**src/rtl/core/sbc_pkg.sv**
```systemverilog
// Shared types and constants for the single-board computer system bus.
`timescale 1ns / 1ps

package sbc_pkg;

    // Bus request kinds on the input tuser
    localparam logic [1:0] MODE_READ  = 2'd0;
    localparam logic [1:0] MODE_WRITE = 2'd1;
    localparam logic [1:0] MODE_TICK  = 2'd2;

    // Address map
    localparam logic [15:0] WIN_MASK   = 16'hFC00;
    localparam logic [15:0] IO_FIRST   = 16'hC000;
    localparam logic [15:0] IO_LAST    = 16'hCFFF;
    localparam logic [15:0] WIN_KEYS   = 16'hC000;
    localparam logic [15:0] WIN_SCREEN = 16'hC400;
    localparam logic [15:0] WIN_NMIACK = 16'hC800;
    localparam logic [15:0] WIN_GPIO   = 16'hCC00;
    localparam logic [15:0] ROM_BASE   = 16'hE000;

    // Read values and screen geometry
    localparam logic [7:0] OPEN_BUS     = 8'hFF;
    localparam logic [7:0] GPIO_IDLE    = 8'hF1;
    localparam logic [3:0] SCREEN_DIGITS = 4'd12;
    localparam logic [3:0] SCREEN_LAST   = 4'd11;

    // Field widths
    localparam int unsigned KEY_W      = 48;
    localparam int unsigned CFG_W      = 14;
    localparam int unsigned IN_DATA_W  = 80;
    localparam int unsigned OUT_DATA_W = 32;

    // Reset value of the RAM byte count register
    localparam logic [CFG_W-1:0] RAM_BYTES_RST = 14'd8192;

    // Classified request kinds passed from front to back
    localparam logic [3:0] CMD_NONE     = 4'd0;
    localparam logic [3:0] CMD_RAM_RD   = 4'd1;
    localparam logic [3:0] CMD_RAM_WR   = 4'd2;
    localparam logic [3:0] CMD_ROM_RD   = 4'd3;
    localparam logic [3:0] CMD_ROM_WR   = 4'd4;
    localparam logic [3:0] CMD_CONST_RD = 4'd5;
    localparam logic [3:0] CMD_NMI_RD   = 4'd6;
    localparam logic [3:0] CMD_NMI_WR   = 4'd7;
    localparam logic [3:0] CMD_GPIO_RD  = 4'd8;
    localparam logic [3:0] CMD_GPIO_WR  = 4'd9;
    localparam logic [3:0] CMD_SCREEN   = 4'd10;
    localparam logic [3:0] CMD_TICK     = 4'd11;

    typedef struct packed {
        logic [3:0]  kind;
        logic [15:0] addr;
        logic [7:0]  data;
        logic        esda;
        logic        escl;
        logic [3:0]  spos;
    } t_cmd;

    typedef struct packed {
        logic [7:0] screen_char;
        logic [3:0] screen_position;
        logic       screen_write;
        logic       nmi_fire;
        logic       rom_protect;
        logic       scl_drive;
        logic       sda_drive;
        logic [7:0] read_data;
    } t_result;

endpackage

```
**src/rtl/core/sbc_front.sv**
```systemverilog
// Front end: accepts bus requests, decodes the address map and classifies them.
`timescale 1ns / 1ps

module sbc_front
    import sbc_pkg::*;
#(
    parameter int unsigned RAM_DEPTH = 8192,
    parameter int unsigned ROM_DEPTH = 8192,
    parameter int unsigned KEY_ROWS  = 6
) (
    input  logic                  i_clk,
    input  logic                  i_rst_n,
    input  logic                  s_axis_tvalid,
    output logic                  s_axis_tready,
    input  logic [IN_DATA_W-1:0]  s_axis_tdata,
    input  logic [1:0]            s_axis_tuser,
    input  logic                  i_cfg_valid,
    output logic                  o_cfg_ready,
    input  logic [CFG_W-1:0]      i_cfg_data,
    input  logic                  i_q_ready,
    output logic                  o_push,
    output t_cmd                  o_cmd
);

    localparam logic [CFG_W-1:0] RAM_LIM_MAX = CFG_W'(RAM_DEPTH);
    localparam logic [16:0]      ROM_SPAN    = 17'(ROM_DEPTH);

    logic [CFG_W-1:0] r_ram_bytes;

    logic [1:0]       mode;
    logic [15:0]      addr;
    logic [7:0]       wdata;
    logic [63:0]      keys;
    logic             esda;
    logic             escl;
    logic [CFG_W-1:0] ram_lim;
    logic [15:0]      rom_off;
    logic             in_ram;
    logic             in_rom;
    logic             in_io;
    logic [15:0]      window;
    logic [7:0]       key_val;
    t_cmd             cmd;

    // Unpack the request
    assign mode  = s_axis_tuser;
    assign addr  = s_axis_tdata[15:0];
    assign wdata = s_axis_tdata[23:16];
    assign keys  = {16'd0, s_axis_tdata[71:24]};
    assign esda  = s_axis_tdata[72];
    assign escl  = s_axis_tdata[73];

    // Hold the RAM byte count register; writes are always taken
    assign o_cfg_ready = 1'b1;

    always_ff @(posedge i_clk) begin
        if (!i_rst_n) begin
            r_ram_bytes <= RAM_BYTES_RST;
        end else if (i_cfg_valid) begin
            r_ram_bytes <= i_cfg_data;
        end
    end

    // Decode regions
    assign ram_lim = (r_ram_bytes > RAM_LIM_MAX) ? RAM_LIM_MAX : r_ram_bytes;
    assign rom_off = addr - ROM_BASE;
    assign in_ram  = addr < {2'b00, ram_lim};
    assign in_rom  = (addr >= ROM_BASE) && ({1'b0, rom_off} < ROM_SPAN);
    assign in_io   = (addr >= IO_FIRST) && (addr <= IO_LAST);
    assign window  = addr & WIN_MASK;

    // AND in each key row whose address bit is low
    always_comb begin
        key_val = OPEN_BUS;
        for (int i = 0; i < KEY_ROWS; i++) begin
            if (!addr[i]) begin
                key_val = key_val & keys[8*i +: 8];
            end
        end
    end

    // Classify the request
    always_comb begin
        cmd      = '0;
        cmd.kind = CMD_NONE;
        cmd.addr = addr;
        cmd.data = wdata;
        cmd.esda = esda;
        cmd.escl = escl;
        cmd.spos = SCREEN_LAST - addr[3:0];
        case (mode)
            MODE_READ: begin
                if (in_ram) begin
                    cmd.kind = CMD_RAM_RD;
                end else if (in_rom) begin
                    cmd.kind = CMD_ROM_RD;
                end else if (in_io) begin
                    case (window)
                        WIN_KEYS: begin
                            cmd.kind = CMD_CONST_RD;
                            cmd.data = key_val;
                        end
                        WIN_NMIACK: cmd.kind = CMD_NMI_RD;
                        WIN_GPIO:   cmd.kind = CMD_GPIO_RD;
                        default: begin
                            cmd.kind = CMD_CONST_RD;
                            cmd.data = OPEN_BUS;
                        end
                    endcase
                end else begin
                    cmd.kind = CMD_CONST_RD;
                    cmd.data = OPEN_BUS;
                end
            end
            MODE_WRITE: begin
                if (in_ram) begin
                    cmd.kind = CMD_RAM_WR;
                end else if (in_rom) begin
                    cmd.kind = CMD_ROM_WR;
                end else if (in_io) begin
                    case (window)
                        WIN_SCREEN: begin
                            if (addr[3:0] < SCREEN_DIGITS) begin
                                cmd.kind = CMD_SCREEN;
                            end
                        end
                        WIN_NMIACK: cmd.kind = CMD_NMI_WR;
                        WIN_GPIO:   cmd.kind = CMD_GPIO_WR;
                        default:    cmd.kind = CMD_NONE;
                    endcase
                end
            end
            MODE_TICK: cmd.kind = CMD_TICK;
            default:   cmd.kind = CMD_NONE;
        endcase
    end

    assign s_axis_tready = i_q_ready;
    assign o_push        = s_axis_tvalid && i_q_ready;
    assign o_cmd         = cmd;

endmodule

```
**config.mk**
```make
export PLATFORM = sky130hd
export DESIGN_NAME = sbc_front
export DESIGN_NICKNAME = d
export VERILOG_FILES = /design/src/rtl/core/sbc_pkg.sv /design/src/rtl/core/sbc_front.sv
export SDC_FILE = /design/constraint.sdc
export NUM_CORES = 1
export LEC_CHECK = 0
export BUFFER_PORTS_ARGS = -buffer_cell sky130_fd_sc_hd__buf_2
export CAP_MARGIN = 30
export CORE_MARGIN = 2
export CORE_UTILIZATION = 40
export CTS_BUF_LIST = sky130_fd_sc_hd__clkbuf_2 sky130_fd_sc_hd__clkbuf_4 sky130_fd_sc_hd__clkbuf_8
export CTS_CLUSTER_DIAMETER = 60
export DETAILED_ROUTE_END_ITERATION = 8
export GPL_ROUTABILITY_DRIVEN = 0
export HOLD_SLACK_MARGIN = 0.12
export PLACE_DENSITY = 0.8
export SYNTH_ARGS = -nofsm -noshare
export SYNTH_HDL_FRONTEND = slang
export SYNTH_SLANG_ARGS = --single-unit
```
**constraint.sdc**
```tcl
create_clock -name i_clk -period 3 [get_ports i_clk]
set_input_delay 0 -clock i_clk [delete_from_list [all_inputs] [get_ports i_clk]]
set_output_delay 0 -clock i_clk [all_outputs]
set_load 0.01 [all_outputs]
```
==> flow_summary.ini <==
[route]
ant_nets = 0
vias_per_cell = 5.37
wirelength_um = 5920
drc = 0
drtIter0Drc = 124
wl_per_cell_um = 15.0
vias = 2125
first_pass_iters = 4

[cells_and_area]
final_util = 0.628
diodes = 0
syn2layout_area_growth_pct = 50.7
drive_gt1_frac = 0.402
nets = 464
largestRegisters = r_ram_bytes: 14 flops
largest_reg_flops = 14
top_register = r_ram_bytes

[synthesis]
yosysMostFrequentCell = o22ai_1
synth_warnings = 0
synth_area_um2 = 1670
yosysSeqAreaShare = 0.168
synth_fa_ha_area_frac = 0.120
synth_compound_area_frac = 0.217
synth_nets = 335
synth_edf_count = 0
postSynth.asyncResetShare = 0
ys_top_cells_by_area = dfxtp_1 17%, ha_1 12%, buf_4 9.9%
yosys.area.top_type = dfxtp_1
yosysUniqueCellTypes = 38
synth-xor-area-share = 0.00526
synthSimpleGateAreaFrac = 0.251
avgSynthCellArea_um2 = 7.64
synth_top_family_by_area = simple AND/OR/NAND/NOR gates
synth.top_cell.area_share = 0.168
ys_ff_latch = 14
ys_top_cells_by_count = 24 x o22ai_1, 22 x buf_4, 18 x nand2_1, 16 x ha_1, 15 x nor2_1
synthCells = 218
muxShareOfSynthArea = 0.0841
synth_ff_type = dfxtp_1

[power]
clkPwrFrac = 0.271
p_int_w = 0.000465
irDropWorstVdd_mv = 0.303
p_sw_frac = 0.320
p_leak_nw = 1.24
comb_power_share = 0.424
p_sw_w = 0.000219
power_density_nw_per_um2 = 272
p_seq_frac = 0.305

[timing]
post-route-period-util = 0.948
hold_ws_ps = 112
setup_tns_ps = 0
skew_ps = 0
post-route-min-period_ps = 2840
hold_viol = 0
fmax_ghz = 0.352
finalSetupViolCount = 0
slew_headroom = 0.547
tightest_slew_ps = 671
slew_violations = 0
grt_setup_unrepaired = no

[grt]
antenna_found_initial = 0
grt_overflow_total = 0
use_met1 = 0.326
grt_pass1_wl_um = 8360
track_usage = 0.234
grt_pass1_vias = 1835
globalRouteMet3Util = 0.0195
use_met2 = 0.377
busiest_layer = met2
grt_max_degree = 16

[die]
rows = 23
die_h_um = 68.6
coreArea_um2 = 4000
ios = 138
dieWidth_um = 68.6
die_area_um2 = 4700
start_util = 0.417

[clock_network]
h-tree-depth = 1
clkSinkCount = 14
cts-root-buf = clkbuf_8
clock_path_buffers = 2
path_clk_slew_ps = 60
clkLatencyLatePin_ps = 250
cts_tree = done
cts_buffers = 3

[worst_setup_path]
regToRegSetupSlack_ps = 1650
critPathCaptureType = primary output
crit_start = r_ram_bytes[11]$_SDFFE_PN0P_
cp_max_fo = 8
rr_startpoint = r_ram_bytes[4]$_SDFFE_PN0P_
worstPathArrival_ps = 2840
required_ps = 3000
path_class = reg -> out
cp-start-kind = flip-flop
reg2regPathDepth = 3
timing.critical_path.to = o_cmd[10]
r2r_end = r_ram_bytes[4]$_SDFFE_PN0P_

[min_path]
worst_hold_path.num_cells = 2
hold_path.class = in -> reg

[placed_design]
portBuffers = 126
dpl.hpwl_um = 4340

[status]
status = finished clean

[job]
cap_violations = 0
cell usage in the layout (no fill, tap or decap), drive strengths merged, types with 4 or more instances in the layout:
| cell | n |
|---|---|
| nor4 | 12 |
| mux2i | 14 |
| nor2 | 15 |
| buf | 129 |
| ha | 16 |
| or2 | 4 |
| clkbuf | 4 |
| o22ai | 24 |
| dfxtp | 14 |
| nand3 | 4 |
| nor2b | 13 |
| inv | 6 |
| o21ai | 4 |
| a21oi | 6 |
| nand2 | 18 |
| o2bb2ai | 8 |
| dlygate4sd3 | 29 |
critical path, cell delays in order, from the launching register on:
cell,delay [ps]
dfxtp_1,340
nor4_2,270
a41o_1,220
nand2_1,70
ha_1,280
nand4_1,120
nor3_2,210
o2111ai_1,170
a311o_1,380
or2_4,280
o2bb2ai_1,130
buf_2,140
metrics by stage:
step | total power, W | worst slack, ps | instances | instance area, um2
final | 0.000684 | 157 | 396 | 2510
after global routing | 0.000729 | 10.6 | 396 | 2510
after global placement | 0.000456 | 299 | 362 | 2140
after detailed placement | 0.000463 | 211 | 362 | 2140
after floorplan | 0.000364 | 571 | 218 | 1670
after CTS | 0.000677 | 0.289 | 395 | 2490
timing repair:
action,4_1_cts,5_1_grt
resized for setup,1,3
buffers inserted,0,1
hold buffers,29,0
setup endpoints to repair,8,9
pin swaps,0,1
endpoints found under the hold margin,16,0
worst min-delay path by stage:
stage	start	end	slack, ps
6_report	i_rst_n	r_ram_bytes[11]$_SDFFE_PN0P_	110
5_1_grt	i_rst_n	r_ram_bytes[11]$_SDFFE_PN0P_	120
4_1_cts	i_rst_n	r_ram_bytes[11]$_SDFFE_PN0P_	120
3_5_place_dp	s_axis_tdata[72]	o_cmd[5]	0.07
3_3_place_gp	s_axis_tdata[72]	o_cmd[5]	0.07
2_1_floorplan	s_axis_tuser[0]	o_cmd[30]	90
power by group through the flow:
stage / sequential [W] / clock (W) / combinational [W]
final: 0.000208 / 0.000186 / 0.000290
after global routing: 0.000209 / 0.000199 / 0.000321
after CTS: 0.000207 / 0.000185 / 0.000285
after detailed placement: 0.000211 / 0 / 0.000253
after global placement: 0.000210 / 0 / 0.000247
after floorplan: 0.000207 / 0 / 0.000157
cell families after synthesis:
kind of cell / after synthesis
AOI/OAI and AO/OA: 53
xor gates and xnor gates: 1
adders and majority gates: 16
buffers and inverters: 40
DFF: 14
muxes: 14
other: 1
and+or+nand+nor: 79
layout make-up:
type / count / area (um2)
clock buffers: 4 / 55.1
fillers: 353 / 1490
inverters: 6 / 22.5
multi-input cells: 164 / 1150
flip-flops and latches: 14 / 280
well taps: 50 / 62.6
repair buffers: 158 / 943
per-layer routing:
metal	vias up	wire length [um]	part of all wire
li1	1043	-	-
met1	980	2570	0.43
met2	93	2840	0.48
met3	9	417	0.070
met4	0	98	0.017
met5	-	0	0
No activity file was read; power rests on OpenSTA's default activity.
