### src/rtl/core/sbc_pkg.sv
// Shared types and constants for the single-board computer system bus.
`timescale 1ns / 1ps

package sbc_pkg;

    // Bus request kinds on the input tuser
    localparam logic [1:0] MODE_READ  = 2'd0;
    localparam logic [1:0] MODE_WRITE = 2'd1;
    localparam logic [1:0] MODE_TICK  = 2'd2;

    // Address map
    localparam logic [15:0] WIN_MASK   = 16'hFC00;
    localparam logic [15:0] IO_FIRST   = 16'hC000;
    localparam logic [15:0] IO_LAST    = 16'hCFFF;
    localparam logic [15:0] WIN_KEYS   = 16'hC000;
    localparam logic [15:0] WIN_SCREEN = 16'hC400;
    localparam logic [15:0] WIN_NMIACK = 16'hC800;
    localparam logic [15:0] WIN_GPIO   = 16'hCC00;
    localparam logic [15:0] ROM_BASE   = 16'hE000;

    // Read values and screen geometry
    localparam logic [7:0] OPEN_BUS     = 8'hFF;
    localparam logic [7:0] GPIO_IDLE    = 8'hF1;
    localparam logic [3:0] SCREEN_DIGITS = 4'd12;
    localparam logic [3:0] SCREEN_LAST   = 4'd11;

    // Field widths
    localparam int unsigned KEY_W      = 48;
    localparam int unsigned CFG_W      = 14;
    localparam int unsigned IN_DATA_W  = 80;
    localparam int unsigned OUT_DATA_W = 32;

    // Reset value of the RAM byte count register
    localparam logic [CFG_W-1:0] RAM_BYTES_RST = 14'd8192;

    // Classified request kinds passed from front to back
    localparam logic [3:0] CMD_NONE     = 4'd0;
    localparam logic [3:0] CMD_RAM_RD   = 4'd1;
    localparam logic [3:0] CMD_RAM_WR   = 4'd2;
    localparam logic [3:0] CMD_ROM_RD   = 4'd3;
    localparam logic [3:0] CMD_ROM_WR   = 4'd4;
    localparam logic [3:0] CMD_CONST_RD = 4'd5;
    localparam logic [3:0] CMD_NMI_RD   = 4'd6;
    localparam logic [3:0] CMD_NMI_WR   = 4'd7;
    localparam logic [3:0] CMD_GPIO_RD  = 4'd8;
    localparam logic [3:0] CMD_GPIO_WR  = 4'd9;
    localparam logic [3:0] CMD_SCREEN   = 4'd10;
    localparam logic [3:0] CMD_TICK     = 4'd11;

    typedef struct packed {
        logic [3:0]  kind;
        logic [15:0] addr;
        logic [7:0]  data;
        logic        esda;
        logic        escl;
        logic [3:0]  spos;
    } t_cmd;

    typedef struct packed {
        logic [7:0] screen_char;
        logic [3:0] screen_position;
        logic       screen_write;
        logic       nmi_fire;
        logic       rom_protect;
        logic       scl_drive;
        logic       sda_drive;
        logic [7:0] read_data;
    } t_result;

endpackage

### src/rtl/core/sbc_queue.sv
// Two-entry request queue between the front and back ends.
`timescale 1ns / 1ps

module sbc_queue
    import sbc_pkg::*;
(
    input  logic i_clk,
    input  logic i_rst_n,
    input  logic i_push,
    input  t_cmd i_cmd,
    output logic o_ready,
    input  logic i_pop,
    output logic o_valid,
    output t_cmd o_cmd
);

    t_cmd       r_ent [2];
    logic       r_wp;
    logic       r_rp;
    logic [1:0] r_count;
    logic [1:0] n_count;

    assign o_ready = (r_count != 2'd2);
    assign o_valid = (r_count != 2'd0);
    assign o_cmd   = r_ent[r_rp];

    always_comb begin
        n_count = r_count;
        if (i_push && !i_pop) begin
            n_count = r_count + 2'd1;
        end else if (!i_push && i_pop) begin
            n_count = r_count - 2'd1;
        end
    end

    // Advance pointers and count
    always_ff @(posedge i_clk) begin
        if (!i_rst_n) begin
            r_wp    <= 1'b0;
            r_rp    <= 1'b0;
            r_count <= 2'd0;
        end else begin
            if (i_push) begin
                r_wp <= ~r_wp;
            end
            if (i_pop) begin
                r_rp <= ~r_rp;
            end
            r_count <= n_count;
        end
    end

    // Store the pushed request
    always_ff @(posedge i_clk) begin
        if (i_push) begin
            r_ent[r_wp] <= i_cmd;
        end
    end

endmodule

### config.mk
export PLATFORM = sky130hd
export DESIGN_NAME = sbc_queue
export DESIGN_NICKNAME = d
export VERILOG_FILES = /design/src/rtl/core/sbc_pkg.sv /design/src/rtl/core/sbc_queue.sv
export SDC_FILE = /design/constraint.sdc
export NUM_CORES = 1
export LEC_CHECK = 0
export BUFFER_PORTS_ARGS = -buffer_cell sky130_fd_sc_hd__buf_2
export CORE_AREA = 2 2 81 83
export DETAILED_ROUTE_END_ITERATION = 10
export DIE_AREA = 0 0 83 85
export PLACE_DENSITY_LB_ADDON = 0.08
export SYNTH_ARGS = -nofsm -noshare
export SYNTH_HDL_FRONTEND = slang
export SYNTH_SLANG_ARGS = --single-unit
### constraint.sdc
create_clock -name i_clk -period 4 [get_ports i_clk]
set_input_delay 1 -clock i_clk [delete_from_list [all_inputs] [get_ports i_clk]]
set_output_delay 1 -clock i_clk [all_outputs]
set_load 0.05 [all_outputs]
==> results_tabular.tex, run 1 <==
\begin{tabular}{lr}
\hline
Metric & Value \\
\hline
\multicolumn{2}{l}{\textbf{Clock tree}} \\
Buffer levels on the longest clock path & 2 \\
Buffer count from post-CTS setup fixing & 0 \\
Clock buffers created by TritonCTS & 9 \\
Clock tree from TritonCTS & yes \\
Clk root buf & sky130\_fd\_sc\_hd\_\_clkbuf\_8 \\
Hold-fix buffers at CTS & 0 \\
H-tree lvl count & 3 \\
Clock edge transition at the registers on the reported setup and hold paths & 0.06 ns \\
Worst skew pair latency & 0.32 ns \\
Number of resized instances in the post-cts repair step & 0 \\
Sinks on the clock net & 73 \\
\multicolumn{2}{l}{\textbf{Logic synthesis}} \\
Share of flip-flops with an asynchronous set or reset after synthesis & 0\% \\
Sequential cell area fraction in the yosys report & 79.9\% \\
Yosys top cell by area & sky130\_fd\_sc\_hd\_\_edfxtp\_1 \\
Distinct cells, synth & 17 \\
Library cell with the highest instance count after synthesis & sky130\_fd\_sc\_hd\_\_edfxtp\_1 \\
Number of synthesized flops with an enable pin & 68 \\
Number of synthesized register bits & 73 \\
Cell count after synthesis & 128 \\
Largest cells by area after synthesis & sky130\_fd\_sc\_hd\_\_edfxtp\_1 (76\%), sky130\_fd\_sc\_hd\_\_mux2\_1 (14\%), sky130\_fd\_sc\_hd\_\_dfxtp\_1 (3.7\%) \\
Average cell area after synthesis & 21.0 um2 \\
Most used flip-flop cell after synthesis & sky130\_fd\_sc\_hd\_\_edfxtp\_1 \\
Warnings, synthesis & 0 \\
Yosys top cell area share & 76.1\% \\
Netlist area before placement & 2680 um2 \\
Synth top cells by count & sky130\_fd\_sc\_hd\_\_edfxtp\_1 (68), sky130\_fd\_sc\_hd\_\_mux2\_1 (34), sky130\_fd\_sc\_hd\_\_dfxtp\_1 (5), sky130\_fd\_sc\_hd\_\_and2\_1 (4), sky130\_fd\_sc\_hd\_\_buf\_6 (3) \\
Synthesized net count & 167 \\
\multicolumn{2}{l}{\textbf{Floorplanning}} \\
Die span in y & 85 um \\
Overall die area & 7060 um2 \\
Std-Cell Rows & 29 \\
Placeable core region & 6200 um2 \\
I/O pin count & 74 \\
Initial core utilization & 43.2\% \\
Width of the chip & 83 um \\
\multicolumn{2}{l}{\textbf{Detailed routing}} \\
Routed Antenna Nets & 0 \\
Number of DRC violations after detailed routing & 0 \\
Detailed-route wire length & 4330 um \\
Total number of vias & 1375 \\
Number of detailed-route iterations in the first pass & 4 \\
Post-DR wirelength/cell & 15.0 um \\
Mean number of vias per cell & 4.76 \\
1st-iter DRT viols & 66 \\
\multicolumn{2}{l}{\textbf{Cells and area}} \\
Post-layout utilization of the core & 52.6\% \\
Number of diodes & 0 \\
Total Nets Final & 247 \\
Share of cells above drive strength 1 & 40.1\% \\
Fill cells & 528 \\
Syn-to-layout area delta & 21.6\% \\
Final instance count without filler cells & 289 \\
\multicolumn{2}{l}{\textbf{Timing}} \\
Worst hold margin & 0.546 ns \\
Hold Vio Cnt, Final & 0 \\
Slew at the pin closest to its max-slew limit & 1.01 ns \\
Share of the cycle needed by the critical path after routing & 70.5\% \\
Setup violators final & 0 \\
Number of pins with negative max-slew slack in the final report & 0 \\
Unrepaired setup endpoints after global routing & no \\
Max Clk Rate & 0.355 GHz \\
Worst-case headroom to the max-slew limit & 32.2\% \\
Clock tree skew after final layout & 0.00481 ns \\
Setup tns final & 0 ns \\
Time the worst path needs with I/O delays and setup & 2.82 ns \\
\multicolumn{2}{l}{\textbf{Worst setup path}} \\
Data arrival at the endpoint of the critical path & 1.82 ns \\
Endpoint type of the worst setup path & primary output \\
Classification of the worst setup path & flop to primary output \\
Startpoint type of the worst setup path & flop \\
Crit path required time & 3.00 ns \\
Worst-path fanout max & 34 \\
\multicolumn{2}{l}{\textbf{Pwr}} \\
Reported leakage power & 1.23 nW \\
Power per cell area & 497 nW/um2 \\
Worst IR drop on VDD & 0.232 mV \\
\multicolumn{2}{l}{\textbf{Placed design}} \\
Final estimated routing congestion in global placement & 0.686 \\
Port Buf Inserts & 73 \\
Total instance count after detailed placement & 274 \\
DP HPWL & 2790 um \\
\multicolumn{2}{l}{\textbf{Global route}} \\
Largest net degree at the start of global routing & 36 \\
Overall routing resource usage & 13.0\% \\
Number of antenna violations at the first check in global routing & 0 \\
Wire length of the first global-routing pass & 6880 um \\
Via count of the first global-routing pass & 1460 \\
Global route total overflow & 0 \\
\multicolumn{2}{l}{\textbf{Job}} \\
Max-cap violations & 0 \\
\multicolumn{2}{l}{\textbf{Worst hold path}} \\
Class of the tightest hold or removal check & flop to flop \\
\multicolumn{2}{l}{\textbf{Outcome}} \\
Status & complete, no violations \\
\hline
\end{tabular}
-- through the flow --
stage	setup WS (ns)	instance area, um2	power, mW
6_report	1.18	3260	1.62
5_1_grt	1.03	3260	1.69
4_1_cts	1.09	3260	1.65
3_5_place_dp	1.46	3120	1.19
3_3_place_gp	1.49	3120	1.19
2_1_floorplan	1.01	2680	1.12
-- state kept, by name, summed over array words and instances (netlist names), named ones only --
name	flops
r_rp	1
r_ent	68
r_count	2
r_wp	1
-- final timing paths --
path                                 from                      end  slack, ns  cells after the start
hold / removal    r_count[1]$_SDFFE_PN0P_  r_count[1]$_SDFFE_PN0P_       0.55                      2
setup / recovery                     flop                o_cmd[17]       1.18                      2
hold reg to reg   r_count[1]$_SDFFE_PN0P_  r_count[1]$_SDFFE_PN0P_       0.55                      2
setup reg to reg        r_wp$_SDFFE_PN0P_    r_ent[0][6]$_DFFE_PP_       2.48                      1
-- power breakdown --
part	switching, mW	internal [mW]
Sequential	0.0247	0.881
Combinational	0.193	0.0742
Clock	0.227	0.221
Total	0.445	1.18
-- area by class of cell --
cell class,instances,area [um2],area share (%)
clock inverters,1,3.75,0.115
repair buffers,73,365,11.2
multi-input cells,50,507,15.5
flip-flops and latches,73,2140,65.7
well taps,77,96.3,2.95
clock buffers,14,143,4.37
inverters,1,3.75,0.115
-- per-layer routing --
metal / track usage (%) / part of all wire, % / routed length (um)
met5: 0 / 0 / 0
met4: 7.60 / 2.2 / 95
met3: 3.79 / 5.3 / 229
met2: 22.4 / 51 / 2230
met1: 14.4 / 41 / 1770
-- cells by family (layout without fill, tap and decap cells) --
kind of cell | count (synthesis) | count (layout) | synth area share (%)
compound gates | 3 | 3 | 0.746
simple gates | 9 | 9 | 2.10
fa+ha+maj | 1 | 1 | 0.466
mux | 34 | 34 | 14.3
flops | 73 | 73 | 79.9
xor+xnor | 3 | 3 | 0.980
buf+inv | 5 | 89 | 1.59
-- worst max-delay path, stage by stage, from the launching register on --
cell and delay, ns:
sky130_fd_sc_hd__dfxtp_2 0.87, sky130_fd_sc_hd__mux2_1 0.41, sky130_fd_sc_hd__buf_2 0.22
-- placed cells by master (no fill, tap or decap) --
master and count:
sky130_fd_sc_hd__a21boi_1 1, sky130_fd_sc_hd__and2_1 3, sky130_fd_sc_hd__and2_2 1, sky130_fd_sc_hd__buf_2 73, sky130_fd_sc_hd__clkbuf_1 5, sky130_fd_sc_hd__clkbuf_8 9
sky130_fd_sc_hd__clkinv_1 1, sky130_fd_sc_hd__dfxtp_1 4, sky130_fd_sc_hd__dfxtp_2 1, sky130_fd_sc_hd__edfxtp_1 68, sky130_fd_sc_hd__ha_1 1, sky130_fd_sc_hd__inv_1 1
sky130_fd_sc_hd__mux2_1 34, sky130_fd_sc_hd__nand2b_1 1, sky130_fd_sc_hd__nor2b_1 1, sky130_fd_sc_hd__nor2b_4 1, sky130_fd_sc_hd__o21a_1 1, sky130_fd_sc_hd__o21ai_0 1
sky130_fd_sc_hd__or2_1 1, sky130_fd_sc_hd__or3_1 1, sky130_fd_sc_hd__xnor2_1 1, sky130_fd_sc_hd__xor2_1 2
No activity file was read; power rests on OpenSTA's default activity.
==> run 2: changes to the inputs <==
- clock period: 4 -> 2.49 ns (I/O delays scaled with it)
==> results_tabular.tex, run 2 (same netlist as run 1, synthesis figures left out) <==
\begin{tabular}{lr}
\hline
Metric & Value \\
\hline
\multicolumn{2}{l}{\textbf{Worst setup path}} \\
Data arrival at the endpoint of the critical path & 1.66 ns (was 1.82 ns) \\
Cell at the slowest stage of the critical path & sky130\_fd\_sc\_hd\_\_dfxtp\_2 (unchanged) \\
Endpoint type of the worst setup path & primary output (unchanged) \\
Startpoint type of the worst setup path & flop (unchanged) \\
Max incr delay on CP & 0.54 ns (was 0.87 ns) \\
Worst path top cell family by delay & flip-flops (unchanged) \\
Classification of the worst setup path & flop to primary output (unchanged) \\
Crit path required time & 1.87 ns (was 3.00 ns) \\
Ordered cell list for the critical path & buf\_12 > mux2\_1 > buf\_2 (was mux2\_1 > buf\_2) \\
Worst-path fanout max & 22 (was 34) \\
Combined buffer and inverter count along the critical path & 2 (was 1) \\
\multicolumn{2}{l}{\textbf{Cells and area}} \\
Max reg flops & 68 (unchanged) \\
Top Registers & r\_ent x68, r\_count x2 (unchanged) \\
Syn-to-layout area delta & 26.3\% (was 21.6\%) \\
Total Nets Final & 250 (was 247) \\
Number of diodes & 0 (unchanged) \\
Most common cell after layout, fill and taps aside & sky130\_fd\_sc\_hd\_\_buf\_2 (unchanged) \\
Share of cells above drive strength 1 & 43.1\% (was 40.1\%) \\
Final instance count without filler cells & 293 (was 289) \\
Most frequent cells in the layout & sky130\_fd\_sc\_hd\_\_buf\_2 (73), sky130\_fd\_sc\_hd\_\_edfxtp\_1 (68), sky130\_fd\_sc\_hd\_\_mux2\_1 (34) (unchanged) \\
Top register by number of flip-flops & r\_ent (unchanged) \\
\multicolumn{2}{l}{\textbf{Timing}} \\
Setup tns final & 0 ns (unchanged) \\
Share of the cycle needed by the critical path after routing & 91.5\% \\
Time the worst path needs with I/O delays and setup & 2.28 ns \\
Slew at the pin closest to its max-slew limit & 0.446 ns (was 1.01 ns) \\
Setup violators final & 0 (unchanged) \\
Worst-case headroom to the max-slew limit & 70.2\% (was 32.2\%) \\
Clock tree skew after final layout & 0.00861 ns (was 0.00481 ns) \\
Hold Vio Cnt, Final & 0 (unchanged) \\
Number of pins with negative max-slew slack in the final report & 0 (unchanged) \\
Max Clk Rate & 0.439 GHz \\
Unrepaired setup endpoints after global routing & no (unchanged) \\
\multicolumn{2}{l}{\textbf{Clock tree}} \\
Clock tree from TritonCTS & yes (unchanged) \\
Clk root buf & sky130\_fd\_sc\_hd\_\_clkbuf\_8 (unchanged) \\
Clock buffers created by TritonCTS & 9 (unchanged) \\
Sinks on the clock net & 73 (unchanged) \\
Hold-fix buffers at CTS & 0 (unchanged) \\
Buffer levels on the longest clock path & 2 (unchanged) \\
Worst skew pair latency & 0.33 ns (was 0.32 ns) \\
Buffer count from post-CTS setup fixing & 0 (unchanged) \\
Number of resized instances in the post-cts repair step & 0 (unchanged) \\
H-tree lvl count & 3 (unchanged) \\
Clock edge transition at the registers on the reported setup and hold paths & 0.08 ns (was 0.06 ns) \\
\multicolumn{2}{l}{\textbf{Detailed routing}} \\
Post-DR wirelength/cell & 15.4 um (was 15.0 um) \\
1st-iter DRT viols & 41 (was 66) \\
Number of DRC violations after detailed routing & 0 (unchanged) \\
Mean number of vias per cell & 4.77 (was 4.76) \\
Routed Antenna Nets & 0 (unchanged) \\
Total number of vias & 1399 (was 1375) \\
Detailed-route wire length & 4510 um (was 4330 um) \\
Number of detailed-route iterations in the first pass & 4 (unchanged) \\
\multicolumn{2}{l}{\textbf{Floorplanning}} \\
Std-Cell Rows & 29 (unchanged) \\
I/O pin count & 74 (unchanged) \\
Overall die area & 7060 um2 (unchanged) \\
Placeable core region & 6200 um2 (unchanged) \\
Width of the chip & 83 um (unchanged) \\
Die span in y & 85 um (unchanged) \\
Initial core utilization & 43.2\% (unchanged) \\
\multicolumn{2}{l}{\textbf{Worst hold path}} \\
Class of the tightest hold or removal check & input pin to flop (was flop to flop) \\
\multicolumn{2}{l}{\textbf{Job}} \\
Max-cap violations & 0 (unchanged) \\
\multicolumn{2}{l}{\textbf{Placed design}} \\
Port Buf Inserts & 73 (unchanged) \\
Final estimated routing congestion in global placement & 0.702 (was 0.686) \\
Total instance count after detailed placement & 277 (was 274) \\
DP HPWL & 3050 um (was 2790 um) \\
\multicolumn{2}{l}{\textbf{Pwr}} \\
Worst IR drop on VDD & 0.469 mV (was 0.232 mV) \\
Power per cell area & 845 nW/um2 (was 497 nW/um2) \\
Reported leakage power & 1.29 nW (was 1.23 nW) \\
\multicolumn{2}{l}{\textbf{Global route}} \\
Overall routing resource usage & 13.4\% (was 13.0\%) \\
Number of antenna violations at the first check in global routing & 0 (unchanged) \\
Wire length of the first global-routing pass & 7140 um (was 6880 um) \\
Global route total overflow & 0 (unchanged) \\
Largest net degree at the start of global routing & 23 (was 36) \\
Via count of the first global-routing pass & 1519 (was 1460) \\
\multicolumn{2}{l}{\textbf{Outcome}} \\
Status & complete, no violations (unchanged) \\
\hline
\end{tabular}
## run 2: final cells by class
class / count / area [um2]
fill: 507 / 2820
clock buffer: 11 / 131
clock inverter: 5 / 80.1
tap: 77 / 96.3
multi-input combinational: 50 / 507
inverter: 1 / 3.75
sequential: 73 / 2140
timing repair buffer: 76 / 425
## run 2: where the power goes
group | internal, mW | switching, mW | leakage, nW
combinational | 0.133 | 0.327 | 0.509
sequential | 1.41 | 0.0273 | 0.680
clock | 0.563 | 0.398 | 0.0995
## run 2: stage by stage
stage	setup WS, ns	total power, mW	hold WS, ns	instance area (um2)	utilization (%)
after floorplan	0.518	1.80	0.465	2690	-
after global placement	0.550	1.92	0.476	3180	51.2
after detailed placement	0.525	1.93	0.512	3180	51.2
after CTS	0.163	2.90	0.457	3390	54.6
after global routing	0.127	2.97	0.460	3390	54.6
final	0.210	2.86	0.476	3390	54.6
## run 2: per-layer routing
layer  part of all wire, %  vias up  GRT usage (%)
met3                   5.2        7           4.28
met4                   1.2        0           4.92
met2                    54       45           24.4
li1                      -      661              -
met1                    39      686           14.6
met5                     0        -              0
## run 2: final timing paths
path / slack [ns] / end / startpoint / cells after the start
setup / recovery: 0.21 / o_cmd[22] / flop / 3
setup reg to reg: 1.16 / r_ent[1][10]$_DFFE_PP_ / r_wp$_SDFFE_PN0P_ / 2
hold reg to reg: 0.52 / r_count[1]$_SDFFE_PN0P_ / r_count[1]$_SDFFE_PN0P_ / 2
hold / removal: 0.48 / r_ent[0][6]$_DFFE_PP_ / i_cmd[6] / 1
